[config.mk]
export PLATFORM = sky130hd
export DESIGN_NAME = riff_wav_header_parser
export DESIGN_NICKNAME = d
export VERILOG_FILES = /design/src/sv/rwhp_pkg.sv /design/src/sv/riff_wav_header_parser.sv /design/src/sv/rwhp_parse.sv
export SDC_FILE = /design/constraint.sdc
export NUM_CORES = 1
export LEC_CHECK = 0
export ABC_AREA = 1
export BUFFER_PORTS_ARGS = -buffer_cell sky130_fd_sc_hd__buf_2
export CAP_MARGIN = 20
export CORE_ASPECT_RATIO = 0.6
export CORE_MARGIN = 2
export CORE_UTILIZATION = 50
export DETAILED_ROUTE_END_ITERATION = 16
export MAX_ROUTING_LAYER = met4
export PLACE_DENSITY = 0.67
export SYNTH_ARGS = -nofsm -noshare
export SYNTH_HDL_FRONTEND = slang
export SYNTH_HIERARCHICAL = 1
export SYNTH_SLANG_ARGS = --single-unit
[constraint.sdc]
create_clock -name i_clk -period 21.5 [get_ports i_clk]
set_clock_uncertainty 0.15 [all_clocks]
set_input_delay 4.3 -clock i_clk [delete_from_list [all_inputs] [get_ports i_clk]]
set_output_delay 4.3 -clock i_clk [all_outputs]
set_load 0.05 [all_outputs]
[src/sv/rwhp_pkg.sv]
`timescale 1ns / 1ps

package rwhp_pkg;

    // Width of the byte position; a stream longer than 2^POSITION_BITS - 1 bytes overflows.
    localparam int POSITION_BITS = 31;
    localparam int POS_W         = POSITION_BITS + 1;
    localparam int OFS_W         = 31;

    localparam logic [POS_W-1:0] POS_MAX   = {1'b0, {POSITION_BITS{1'b1}}};
    localparam logic [POS_W-1:0] POS_LIMIT = {1'b1, {POSITION_BITS{1'b0}}};
    localparam logic [POS_W-1:0] MIN_FILE_BYTES = POS_W'(44);
    localparam logic [POS_W-1:0] FILE_HDR_BYTES = POS_W'(12);

    // Chunk tags as they read little-endian from four bytes.
    localparam logic [31:0] TAG_FMT  = 32'h2074_6D66;
    localparam logic [31:0] TAG_DATA = 32'h6174_6164;

    localparam logic [15:0] FMT_CODE_PCM = 16'd1;
    localparam logic [15:0] PCM_BITS     = 16'd16;
    localparam logic [31:0] FMT_MIN_LEN  = 32'd16;

    // Summary of the parser state after a byte is taken.
    typedef struct packed {
        logic [POS_W-1:0]         pos;
        logic                     hdr_good;
        logic                     fmt_found;
        logic                     pay_found;
        logic [15:0]              chan;
        logic [31:0]              rate;
        logic [15:0]              bits;
        logic [POSITION_BITS-1:0] pay_start;
        logic [31:0]              pay_size;
    } t_snap;

    // Expected byte of the file header at offsets 0 to 11.
    function automatic logic [7:0] file_tag_byte(input logic [3:0] idx);
        logic [7:0] v;
        case (idx)
            4'd0:    v = 8'h52;
            4'd1:    v = 8'h49;
            4'd2:    v = 8'h46;
            4'd3:    v = 8'h46;
            4'd8:    v = 8'h57;
            4'd9:    v = 8'h41;
            4'd10:   v = 8'h56;
            4'd11:   v = 8'h45;
            default: v = 8'h00;
        endcase
        return v;
    endfunction

    // Offsets 4 to 7 hold the file size, which is not checked.
    function automatic logic file_tag_care(input logic [3:0] idx);
        logic v;
        case (idx)
            4'd0, 4'd1, 4'd2, 4'd3, 4'd8, 4'd9, 4'd10, 4'd11: v = 1'b1;
            default: v = 1'b0;
        endcase
        return v;
    endfunction

endpackage

[src/sv/riff_wav_header_parser.sv]
`timescale 1ns / 1ps

// Channel | Handshake                  | Beat contents
// in      | i_in_valid / o_in_ready    | i_data_byte, i_last_byte
// out     | o_out_valid / i_out_ready  | o_valid_res, o_num_channels, o_sample_rate,
//         |                            | o_bits_per_sample, o_data_offset, o_data_length
//
// One byte is taken every cycle while o_in_ready is high; the parser state updates at the edge that takes the beat.
// That edge also loads a snapshot register for a last byte, and the result register loads
// from it once the result register is empty or its beat is taken, and then offers the result.
// Synchronous active-low reset clears the parser and both valid flags.
// Input stalls only while the snapshot and the result register are both full and the
// result beat is not taken.
module riff_wav_header_parser (
    input  logic                     i_clk,
    input  logic                     i_rst_n,
    input  logic                     i_in_valid,
    output logic                     o_in_ready,
    input  logic [7:0]               i_data_byte,
    input  logic                     i_last_byte,
    output logic                     o_out_valid,
    input  logic                     i_out_ready,
    output logic                     o_valid_res,
    output logic [15:0]              o_num_channels,
    output logic [31:0]              o_sample_rate,
    output logic [15:0]              o_bits_per_sample,
    output logic [rwhp_pkg::OFS_W-1:0] o_data_offset,
    output logic [rwhp_pkg::OFS_W-1:0] o_data_length
);
    import rwhp_pkg::*;

    logic             in_acc;
    logic             snp_adv;
    t_snap            snap_next;
    t_snap            r_snp;
    logic             r_snp_vld;
    logic             r_out_vld;
    logic             ok;
    logic [POS_W-1:0] avail;
    logic [31:0]      avail32;
    logic [31:0]      dlen;
    logic             n_valid_res;

    assign snp_adv    = r_snp_vld && (!r_out_vld || i_out_ready);
    assign o_in_ready = !r_snp_vld || !r_out_vld || i_out_ready;
    assign in_acc     = i_in_valid && o_in_ready;

    rwhp_parse u_parse (
        .i_clk       (i_clk),
        .i_rst_n     (i_rst_n),
        .i_step      (in_acc),
        .i_data_byte (i_data_byte),
        .i_last_byte (i_last_byte),
        .o_snap      (snap_next)
    );

    // Snapshot of the final parser state of a file.
    always_ff @(posedge i_clk) begin
        if (!i_rst_n) begin
            r_snp_vld <= 1'b0;
        end else if (in_acc && i_last_byte) begin
            r_snp_vld <= 1'b1;
        end else if (snp_adv) begin
            r_snp_vld <= 1'b0;
        end
    end

    always_ff @(posedge i_clk) begin
        if (in_acc && i_last_byte) begin
            r_snp <= snap_next;
        end
    end

    // Result fields: overall check, and data length clamped to the bytes present.
    always_comb begin
        ok      = r_snp.hdr_good && (r_snp.pos >= MIN_FILE_BYTES) && !r_snp.pos[POS_W-1];
        avail   = r_snp.pos - POS_W'(r_snp.pay_start);
        avail32 = 32'(avail);
        dlen    = (r_snp.pay_size < avail32) ? r_snp.pay_size : avail32;
        n_valid_res = ok && r_snp.fmt_found && r_snp.pay_found && (r_snp.rate != 32'd0) &&
                      !r_snp.rate[31] && (r_snp.chan != 16'd0);
    end

    // Output register.
    always_ff @(posedge i_clk) begin
        if (!i_rst_n) begin
            r_out_vld <= 1'b0;
        end else if (snp_adv) begin
            r_out_vld <= 1'b1;
        end else if (i_out_ready) begin
            r_out_vld <= 1'b0;
        end
    end

    always_ff @(posedge i_clk) begin
        if (snp_adv) begin
            o_valid_res       <= n_valid_res;
            o_num_channels    <= ok ? r_snp.chan : 16'd0;
            o_sample_rate     <= ok ? r_snp.rate : 32'd0;
            o_bits_per_sample <= ok ? r_snp.bits : 16'd0;
            o_data_offset     <= (ok && r_snp.pay_found) ? OFS_W'(r_snp.pay_start) : '0;
            o_data_length     <= (ok && r_snp.pay_found) ? dlen[OFS_W-1:0] : '0;
        end
    end

    assign o_out_valid = r_out_vld;

endmodule

[src/sv/rwhp_parse.sv]
`timescale 1ns / 1ps

module rwhp_parse (
    input  logic                 i_clk,
    input  logic                 i_rst_n,
    input  logic                 i_step,
    input  logic [7:0]           i_data_byte,
    input  logic                 i_last_byte,
    output rwhp_pkg::t_snap      o_snap
);
    import rwhp_pkg::*;

    typedef enum logic [1:0] {PH_FILE, PH_HDR, PH_SKIP, PH_FMT} t_phase;

    t_phase                   r_phase, n_phase;
    logic [POS_W-1:0]         r_pos, n_pos;
    logic                     r_hdr_good, n_hdr_good;
    logic [31:0]              r_tag, n_tag;
    logic [31:0]              r_len, n_len;
    logic [32:0]              r_skip, n_skip;
    logic [3:0]               r_fidx, n_fidx;
    logic [15:0]              r_pend_code, n_pend_code;
    logic [15:0]              r_pend_chan, n_pend_chan;
    logic [31:0]              r_pend_rate, n_pend_rate;
    logic [7:0]               r_pend_bits_lo, n_pend_bits_lo;
    logic [15:0]              r_chan, n_chan;
    logic [31:0]              r_rate, n_rate;
    logic [15:0]              r_bits, n_bits;
    logic                     r_fmt_found, n_fmt_found;
    logic [POSITION_BITS-1:0] r_pay_start, n_pay_start;
    logic [31:0]              r_pay_size, n_pay_size;
    logic                     r_pay_found, n_pay_found;
    logic                     r_finished, n_finished;

    logic        parse_en;
    logic        do_skip;
    logic [32:0] skip_val;
    logic [31:0] len_sh;
    logic [32:0] span;
    logic [15:0] fmt_bits;
    logic        fmt_ok;

    // One byte of the walk: file header, chunk header, skip or fmt capture.
    always_comb begin
        n_phase        = r_phase;
        n_pos          = r_pos;
        n_hdr_good     = r_hdr_good;
        n_tag          = r_tag;
        n_len          = r_len;
        n_skip         = r_skip;
        n_fidx         = r_fidx;
        n_pend_code    = r_pend_code;
        n_pend_chan    = r_pend_chan;
        n_pend_rate    = r_pend_rate;
        n_pend_bits_lo = r_pend_bits_lo;
        n_chan         = r_chan;
        n_rate         = r_rate;
        n_bits         = r_bits;
        n_fmt_found    = r_fmt_found;
        n_pay_start    = r_pay_start;
        n_pay_size     = r_pay_size;
        n_pay_found    = r_pay_found;
        n_finished     = r_finished;
        parse_en       = 1'b0;
        do_skip        = 1'b0;
        fmt_ok         = 1'b0;

        len_sh   = {i_data_byte, r_len[31:8]};
        span     = {1'b0, len_sh} + {32'd0, len_sh[0]};
        fmt_bits = {i_data_byte, r_pend_bits_lo};
        skip_val = span;

        // The position saturates at the limit, and parsing stops there.
        if (r_pos >= POS_MAX) begin
            n_pos = POS_LIMIT;
        end else begin
            n_pos    = r_pos + POS_W'(1);
            parse_en = !r_finished;
        end

        if (parse_en) begin
            case (r_phase)
                PH_FILE: begin
                    if (r_pos < FILE_HDR_BYTES) begin
                        if (file_tag_care(r_pos[3:0]) &&
                            (i_data_byte != file_tag_byte(r_pos[3:0]))) begin
                            n_hdr_good = 1'b0;
                        end
                        if (r_pos[3:0] == 4'd11) begin
                            n_phase = PH_HDR;
                            n_fidx  = 4'd0;
                        end
                    end else begin
                        n_phase = PH_HDR;
                        n_fidx  = 4'd0;
                    end
                end
                PH_HDR: begin
                    // Tag and length shift in little-endian, four bytes each.
                    if (r_fidx < 4'd4) begin
                        n_tag = {i_data_byte, r_tag[31:8]};
                    end else begin
                        n_len = len_sh;
                    end
                    if (r_fidx == 4'd7) begin
                        n_fidx = 4'd0;
                        if ((r_tag == TAG_FMT) && (len_sh >= FMT_MIN_LEN)) begin
                            n_phase = PH_FMT;
                            n_skip  = span - 33'd16;
                        end else if (r_tag == TAG_DATA) begin
                            n_pay_start = r_pos[POSITION_BITS-1:0] + POSITION_BITS'(1);
                            n_pay_size  = len_sh;
                            n_pay_found = 1'b1;
                            if (r_fmt_found) begin
                                n_finished = 1'b1;
                            end else begin
                                do_skip = 1'b1;
                            end
                        end else begin
                            do_skip = 1'b1;
                        end
                    end else begin
                        n_fidx = r_fidx + 4'd1;
                    end
                end
                PH_SKIP: begin
                    if (r_skip <= 33'd1) begin
                        n_skip  = 33'd0;
                        n_phase = PH_HDR;
                        n_fidx  = 4'd0;
                    end else begin
                        n_skip = r_skip - 33'd1;
                    end
                end
                PH_FMT: begin
                    case (r_fidx)
                        4'd0:    n_pend_code[7:0]   = i_data_byte;
                        4'd1:    n_pend_code[15:8]  = i_data_byte;
                        4'd2:    n_pend_chan[7:0]   = i_data_byte;
                        4'd3:    n_pend_chan[15:8]  = i_data_byte;
                        4'd4:    n_pend_rate[7:0]   = i_data_byte;
                        4'd5:    n_pend_rate[15:8]  = i_data_byte;
                        4'd6:    n_pend_rate[23:16] = i_data_byte;
                        4'd7:    n_pend_rate[31:24] = i_data_byte;
                        4'd14:   n_pend_bits_lo     = i_data_byte;
                        default: n_pend_code        = r_pend_code;
                    endcase
                    // The sixteenth byte completes the capture.
                    if (r_fidx == 4'd15) begin
                        fmt_ok      = (r_pend_code == FMT_CODE_PCM) && (fmt_bits == PCM_BITS);
                        n_chan      = r_pend_chan;
                        n_rate      = r_pend_rate;
                        n_bits      = fmt_bits;
                        n_fmt_found = fmt_ok;
                        if (fmt_ok && r_pay_found) begin
                            n_finished = 1'b1;
                        end else begin
                            do_skip  = 1'b1;
                            skip_val = r_skip;
                        end
                    end else begin
                        n_fidx = r_fidx + 4'd1;
                    end
                end
                default: n_phase = PH_FILE;
            endcase
        end

        // Skip a payload, or go straight to the next chunk header if it is empty.
        if (do_skip) begin
            n_skip  = skip_val;
            n_phase = (skip_val != 33'd0) ? PH_SKIP : PH_HDR;
            n_fidx  = 4'd0;
        end
    end

    // State after the current byte, for the result path.
    always_comb begin
        o_snap.pos       = n_pos;
        o_snap.hdr_good  = n_hdr_good;
        o_snap.fmt_found = n_fmt_found;
        o_snap.pay_found = n_pay_found;
        o_snap.chan      = n_chan;
        o_snap.rate      = n_rate;
        o_snap.bits      = n_bits;
        o_snap.pay_start = n_pay_start;
        o_snap.pay_size  = n_pay_size;
    end

    // Parser state; the last byte of a file returns everything to reset values.
    always_ff @(posedge i_clk) begin
        if (!i_rst_n || (i_step && i_last_byte)) begin
            r_phase     <= PH_FILE;
            r_pos       <= '0;
            r_hdr_good  <= 1'b1;
            r_tag       <= '0;
            r_len       <= '0;
            r_skip      <= '0;
            r_fidx      <= '0;
            r_chan      <= '0;
            r_rate      <= '0;
            r_bits      <= '0;
            r_fmt_found <= 1'b0;
            r_pay_start <= '0;
            r_pay_size  <= '0;
            r_pay_found <= 1'b0;
            r_finished  <= 1'b0;
        end else if (i_step) begin
            r_phase     <= n_phase;
            r_pos       <= n_pos;
            r_hdr_good  <= n_hdr_good;
            r_tag       <= n_tag;
            r_len       <= n_len;
            r_skip      <= n_skip;
            r_fidx      <= n_fidx;
            r_chan      <= n_chan;
            r_rate      <= n_rate;
            r_bits      <= n_bits;
            r_fmt_found <= n_fmt_found;
            r_pay_start <= n_pay_start;
            r_pay_size  <= n_pay_size;
            r_pay_found <= n_pay_found;
            r_finished  <= n_finished;
        end
    end

    // Pending fmt capture; every byte is written before it is read.
    always_ff @(posedge i_clk) begin
        if (i_step) begin
            r_pend_code    <= n_pend_code;
            r_pend_chan    <= n_pend_chan;
            r_pend_rate    <= n_pend_rate;
            r_pend_bits_lo <= n_pend_bits_lo;
        end
    end

endmodule

After elaboration in Yosys (flattened, before gate mapping)
Memory sizes are Yosys's and may differ from the RTL's. A register that Yosys moved wholly into a read port is not among the register bits.
Index checks and enable logic that the tools add are counted.
{"block": "word_totals", "input_bits": 13, "output_inout_bits": 129, "rom_bits": 112, "register_bits": 629, "mem_count": 2, "word_cells": 228}
{"memory": "(name not given)", "words": 16, "word_bits": 6, "read_ports": 1, "rd_clocked_by_memory_dff": 1, "wr": 0, "line_no": "rwhp_pkg.sv:39", "text": "case (idx)"}
{"memory": "(name not given)", "words": 16, "word_bits": 1, "read_ports": 1, "rd_clocked_by_memory_dff": 1, "wr": 0, "line_no": "rwhp_pkg.sv:56", "text": "case (idx)"}
{"block": "classes", "n_reduce_logical": 51, "n_addsub": 7, "bitwise": 1, "n_lt_le_gt_ge": 7, "mux": 90, "eq_ne": 29}
{"op": "2-to-1 mux 33 bit", "n": 9}
{"op": "2-to-1 mux 32 bit", "n": 9}
{"op": "2-to-1 mux 31 bit", "n": 6}
{"op": "2-to-1 mux 16 bit", "n": 6}
{"op": "one-hot mux 33 bit (2 select lines)", "n": 1}
{"op": "2-to-1 mux 4 bit", "n": 11}
{"op": "AND reduction 4 bit", "n": 11}
{"op": "adder 32 x 1 -> 33 bit", "n": 1}
{"op": "<= comparator 33 x 1 -> 1 bit, second input constant", "n": 1}
{"op": "2-to-1 mux 1 bit", "n": 33}
{"op": "nonzero test 33 bit", "n": 1}
{"op": "subtractor 33 x 1 -> 33 bit, second input constant", "n": 1}
{"op": "subtractor 33 x 5 -> 33 bit, second input constant", "n": 1}
{"op": "adder 32 x 1 -> 32 bit, second input constant", "n": 1}
{"op": "equality test 32 x 30 -> 1 bit, second input constant", "n": 1}
{"op": "equality test 32 x 31 -> 1 bit, second input constant", "n": 1}
{"op": "greater-or-equal comparator 32 x 31 -> 1 bit, second input constant", "n": 1}
{"op": "greater-or-equal comparator 32 x 5 -> 1 bit, second input constant", "n": 1}
{"op": "greater-or-equal comparator 32 x 6 -> 1 bit, second input constant", "n": 1}
{"op": "less-than comparator 32 bit", "n": 1}
{"op": "less-than comparator 32 x 4 -> 1 bit, second input constant", "n": 1}
{"op": "nonzero test 32 bit", "n": 1}
{"op": "subtractor 32 x 31 -> 32 bit", "n": 1}
{"op": "adder 31 x 1 -> 31 bit, second input constant", "n": 1}
{"op": "other kinds (34)", "n": 83}

Logic depth before layout (Yosys ltp)
{"block": "depth", "word_depth": 10, "mapped_depth": 25, "ltp_nobuf": 24}

Hierarchy
Netlist, hierarchy kept.
{"mod": "rwhp_parse", "n_inst": 1, "area_each_um2": 18377.6, "cells_per_inst": 2706, "seq_area_each_um2": 7467.2}
{"mod": "riff_wav_header_parser", "n_inst": 1, "area_each_um2": 13645.6, "cells_per_inst": 1354, "seq_area_each_um2": 8718.4}

Least setup slack after synthesis
No wires, ideal clock.
{"block": "synth_path", "path_kind": "input to register", "from": "input i_out_ready", "to": "register r_snp[0] in the netlist's numbering, enable pin", "setup_ns": 0.915, "arrival_ns": 16.184, "setup_slack_ns": 4.250, "t_required_ns": 20.435, "path_buffers": 0, "path_stages": 4, "path_cell_list": "inv_1 nand2_1 nor2_1 nor3b_1"}
{"block": "synth_between", "elab_chain_len": 3}
{"item": "start: declaration", "line_no": "riff_wav_header_parser.sv:22", "text": "input logic i_out_ready,"}
{"item": "logical OR 1 bit", "line_no": "riff_wav_header_parser.sv:45", "text": "assign o_in_ready = !r_snp_vld || !r_out_vld || i_out_ready;"}
{"item": "logical AND 1 bit", "line_no": "riff_wav_header_parser.sv:46", "text": "assign in_acc = i_in_valid && o_in_ready;"}
{"item": "logical AND 1 bit", "line_no": "riff_wav_header_parser.sv:69", "text": "if (in_acc && i_last_byte) begin"}
{"item": "end signal: assignment", "line_no": "riff_wav_header_parser.sv:70", "text": "r_snp <= snap_next;"}
{"item": "end: declaration", "line_no": "riff_wav_header_parser.sv:35", "text": "t_snap r_snp;"}
Every way passes these cells.
A chain may end at the register's enable or synchronous reset.

Final worst setup path
{"block": "layout_path", "from": "input i_out_ready", "to": "output o_in_ready"}
{"block": "layout_between", "elab_chain_len": 1}
{"item": "logical OR 1 bit", "line_no": "riff_wav_header_parser.sv:45"}
{"item": "end: declaration", "line_no": "riff_wav_header_parser.sv:18", "text": "output logic o_in_ready,"}
Every way passes these cells.

==> impl_results.md <==
* Outcome: completed
* Share of the synthesized area in the top cell type at 33.9%
* Leak pwr at 16.1 nW
* DRT iter0 DRCs at 3140
* GP Congestion at 0.967
* CP Data Arrival Time at 5340 ps
* Post-synth EDFFs at 361
* Max-slew violations at 0
* Area contributors post-synth: edfxtp_1, dfxtp_1, nand2_1, inv_1, nor2_1
* Area leader, netlist: edfxtp_1
* Reg clk slew, reported paths at 70 ps
* Startpoint types: input port
* Fillers at 5841
* Clock Tree Buf Depth at 3
* Worst path required time at 17050 ps
* Initial antenna violation count at 0
* Synthesized Nets at 4146
* Cells after Synth at 4060
* Crit-path leading delay family: buffers and inverters
* Die area at 66200 sq um
* Die X at 331 um
* Top_reg_cell synth: edfxtp_1
* Critical R2R Launch: r_snp[132]
* Hold WC Path Type: reg -> reg
* Crit path largest cell delay at 350 ps
* RSZ-0062 raised after global routing: false
* Num Clock Sinks at 628
* Drt first pass iters at 6
* Grt ovf at 0
* Worst-Skew Late Latency at 660 ps
* Vias per cell at 5.27
* Setup_tns at 0 ps
* CTS buffer count at 57
* Dpl hpwl at 59.6 mm
* CTS Root Cell: clkbuf_16
* Synth unique cells at 53
* Synth-to-layout area growth at 10.4%
* Post CTS Setup Buffer Count at 0
* Power per cell area at 78.6 nW/um^2
* Final Hold Fails at 0
* Die H at 200 um
* GR Util All Layers at 26.2%
* CTS tree: done
* # setup viols final at 0
* Reg2Reg Capture Point: o_data_length[25]
* VDD IR max at 0.0000650 V
* Reg2reg path depth at 22
* Crit path time final at 9790 ps
* Vias in the first global route at 23300
* Critical path depth at 6
* Fin area at 35400 sq um
* Max_cap viols at 0
* Port bufs at 141
* CP Capture Type: output pin
* CP Max Fanout at 4
* I/O Pins at 142
* H-Tree Depth at 2
* Total chip power at 0.00278 W
* WP buf/inv at 4
* R2R setup slack at 16600 ps
* Final period util at 45.5%
* Fin nets at 4214
* Syn_area_per_cell at 7.89 sq um
* Final core occ at 56.1%
* Placed Area at 33400 sq um
* Detailed-route via count at 26500
* Worst slew margin at 25.2%
* Diodes inserted at 0
* Resized Gates After CTS at 0
* Post-synthesis sequential element count at 628
* Crit Path Category: in -> out
* Sequential share of the synthesized area at 50.5%
* Largest net degree at the start of global routing at 144
* DRC at 0
* Antenna-violating nets left at 0
* Launch point of the worst path: i_out_ready
* Syn Std Cell Area at 32000 sq um
* Global-route wire length before repair at 131 mm
* Effective utilization at floorplan at 50.8%
* # hold bufs at CTS at 0
* Std cell rows at 71
* Core Area at 63000 sq um
* Max Fclk at 0.102 GHz
* Worst path cell trace: buf_2 -> inv_1 -> nand2_1 -> nor2_1 -> inv_1 -> buf_2
* Crit path to: o_in_ready
* Count leader, synth: nand2_1
* YS warnings at 6
* Asr flop ratio synth at 0%
* Layout cells sized above 1 at 8.00%
* WL final at 85.0 mm
* Slew at the pin closest to its max-slew limit at 1110 ps
* Commonest cells post-synth: nand2_1, inv_1, nor2_1
* Slowest cell on the critical path: nor2_1
* WL per Instance at 16.9 um
[placed cells by master, fill, tap and decap left out, types with 8 or more instances in the layout]
cell,instances
nor3_1,36
nand2_1,782
o21ai_1,14
nor2_2,13
a211oi_1,8
clkbuf_1,8
buf_2,143
dfxtp_1,267
ha_1,72
nand4_1,47
edfxtp_1,361
o21ai_0,405
buf_4,21
clkbuf_8,16
nand3_1,147
nor2_1,620
xor2_1,73
a21oi_1,258
nor4_1,16
inv_1,670
xnor2_1,13
clkbuf_16,59
nor2_4,10
nand3b_1,10
clkinv_2,10
nand2_2,9
[cells by family (layout without fill, tap and decap cells)]
| kind of cell | Yosys count | count (layout) | synth area share (%) |
|---|---|---|---|
| adders and majority gates | 73 | 73 | 2.88 |
| AOI/OAI and AO/OA | 711 | 711 | 11.4 |
| DFF | 628 | 628 | 50.5 |
| and+or+nand+nor | 1720 | 1720 | 22.5 |
| xor gates and xnor gates | 93 | 93 | 2.74 |
| buffers and inverters | 835 | 951 | 10.0 |
[state kept, by name, summed over array words and instances, names as in the netlist, 24 cells and up, named ones only]
| signal | count |
|---|---|
| r_snp | 162 |
| u_parse/r_skip | 33 |
| o_sample_rate | 32 |
| u_parse/r_pay_size | 32 |
| u_parse/r_pend_rate | 32 |
| u_parse/r_pos | 32 |
| u_parse/r_rate | 32 |
| u_parse/r_tag | 32 |
| o_data_length | 31 |
| o_data_offset | 31 |
| u_parse/r_pay_start | 31 |
| u_parse/r_len | 24 |
[cell type report]
| cell class | count | area [sq um] | area share (%) |
|---|---|---|---|
| inverters | 679 | 2550 | 7.22 |
| clock inverters | 24 | 256 | 0.725 |
| well taps | 839 | 1050 | 2.97 |
| repair buffers | 165 | 893 | 2.53 |
| multi-input cells | 2597 | 12700 | 35.9 |
| clock buffers | 83 | 1730 | 4.88 |
| flip-flops and latches | 628 | 16200 | 45.8 |
[metal layers]
metal | up-vias | routed length, um | track usage (%) | part of all wire, %
met5 | - | 0 | - | 0
met1 | 12300 | 41700 | 41.3 | 49
met2 | 950 | 34300 | 35.6 | 40
met3 | 75 | 8000 | 4.08 | 9.4
li1 | 13100 | - | - | -
met4 | 0 | 965 | 4.07 | 1.1
[worst min path at each step]
stage | start | endpoint | slack (ps) | depth (start not counted)
floorplan | u_parse/r_hdr_good | u_parse/r_hdr_good | 280 | 2
global placement | u_parse/r_tag[3] | u_parse/r_tag[3] | 290 | 2
detailed placement | u_parse/r_hdr_good | u_parse/r_hdr_good | 290 | 2
CTS | u_parse/r_hdr_good | u_parse/r_hdr_good | 310 | 2
global route | u_parse/r_hdr_good | u_parse/r_hdr_good | 340 | 2
finish | u_parse/r_hdr_good | u_parse/r_hdr_good | 310 | 2
[worst reg2reg max path, delay by kind of cell, from the launching register on]
family,cells,cell delay (ps)
AO/OA/AOI/OAI,1,300
adder cells (fa/ha/maj),2,710
flip-flops,1,410
AND/OR/NAND/NOR,15,2390
buffers and inverters,3,530
XOR/XNOR,1,130
[power by group]
group | internal (W) | switching [W] | total (W)
Combinational | 0.000105 | 0.000257 | 0.000362
Sequential | 0.00132 | 0.0000269 | 0.00134
Clock | 0.000599 | 0.000474 | 0.00107
Total | 0.00202 | 0.000758 | 0.00278
[stage by stage]
step / setup slack, ps / hold WS [ps] / instances
global route: 11620 / 335 / 5015
detailed placement: 11680 / 294 / 4906
finish: 11710 / 309 / 5015
CTS: 11670 / 310 / 5013
floorplan: 4250 / 280 / 4060
global placement: 11680 / 290 / 4906
(Power assumes the default switching activity.)
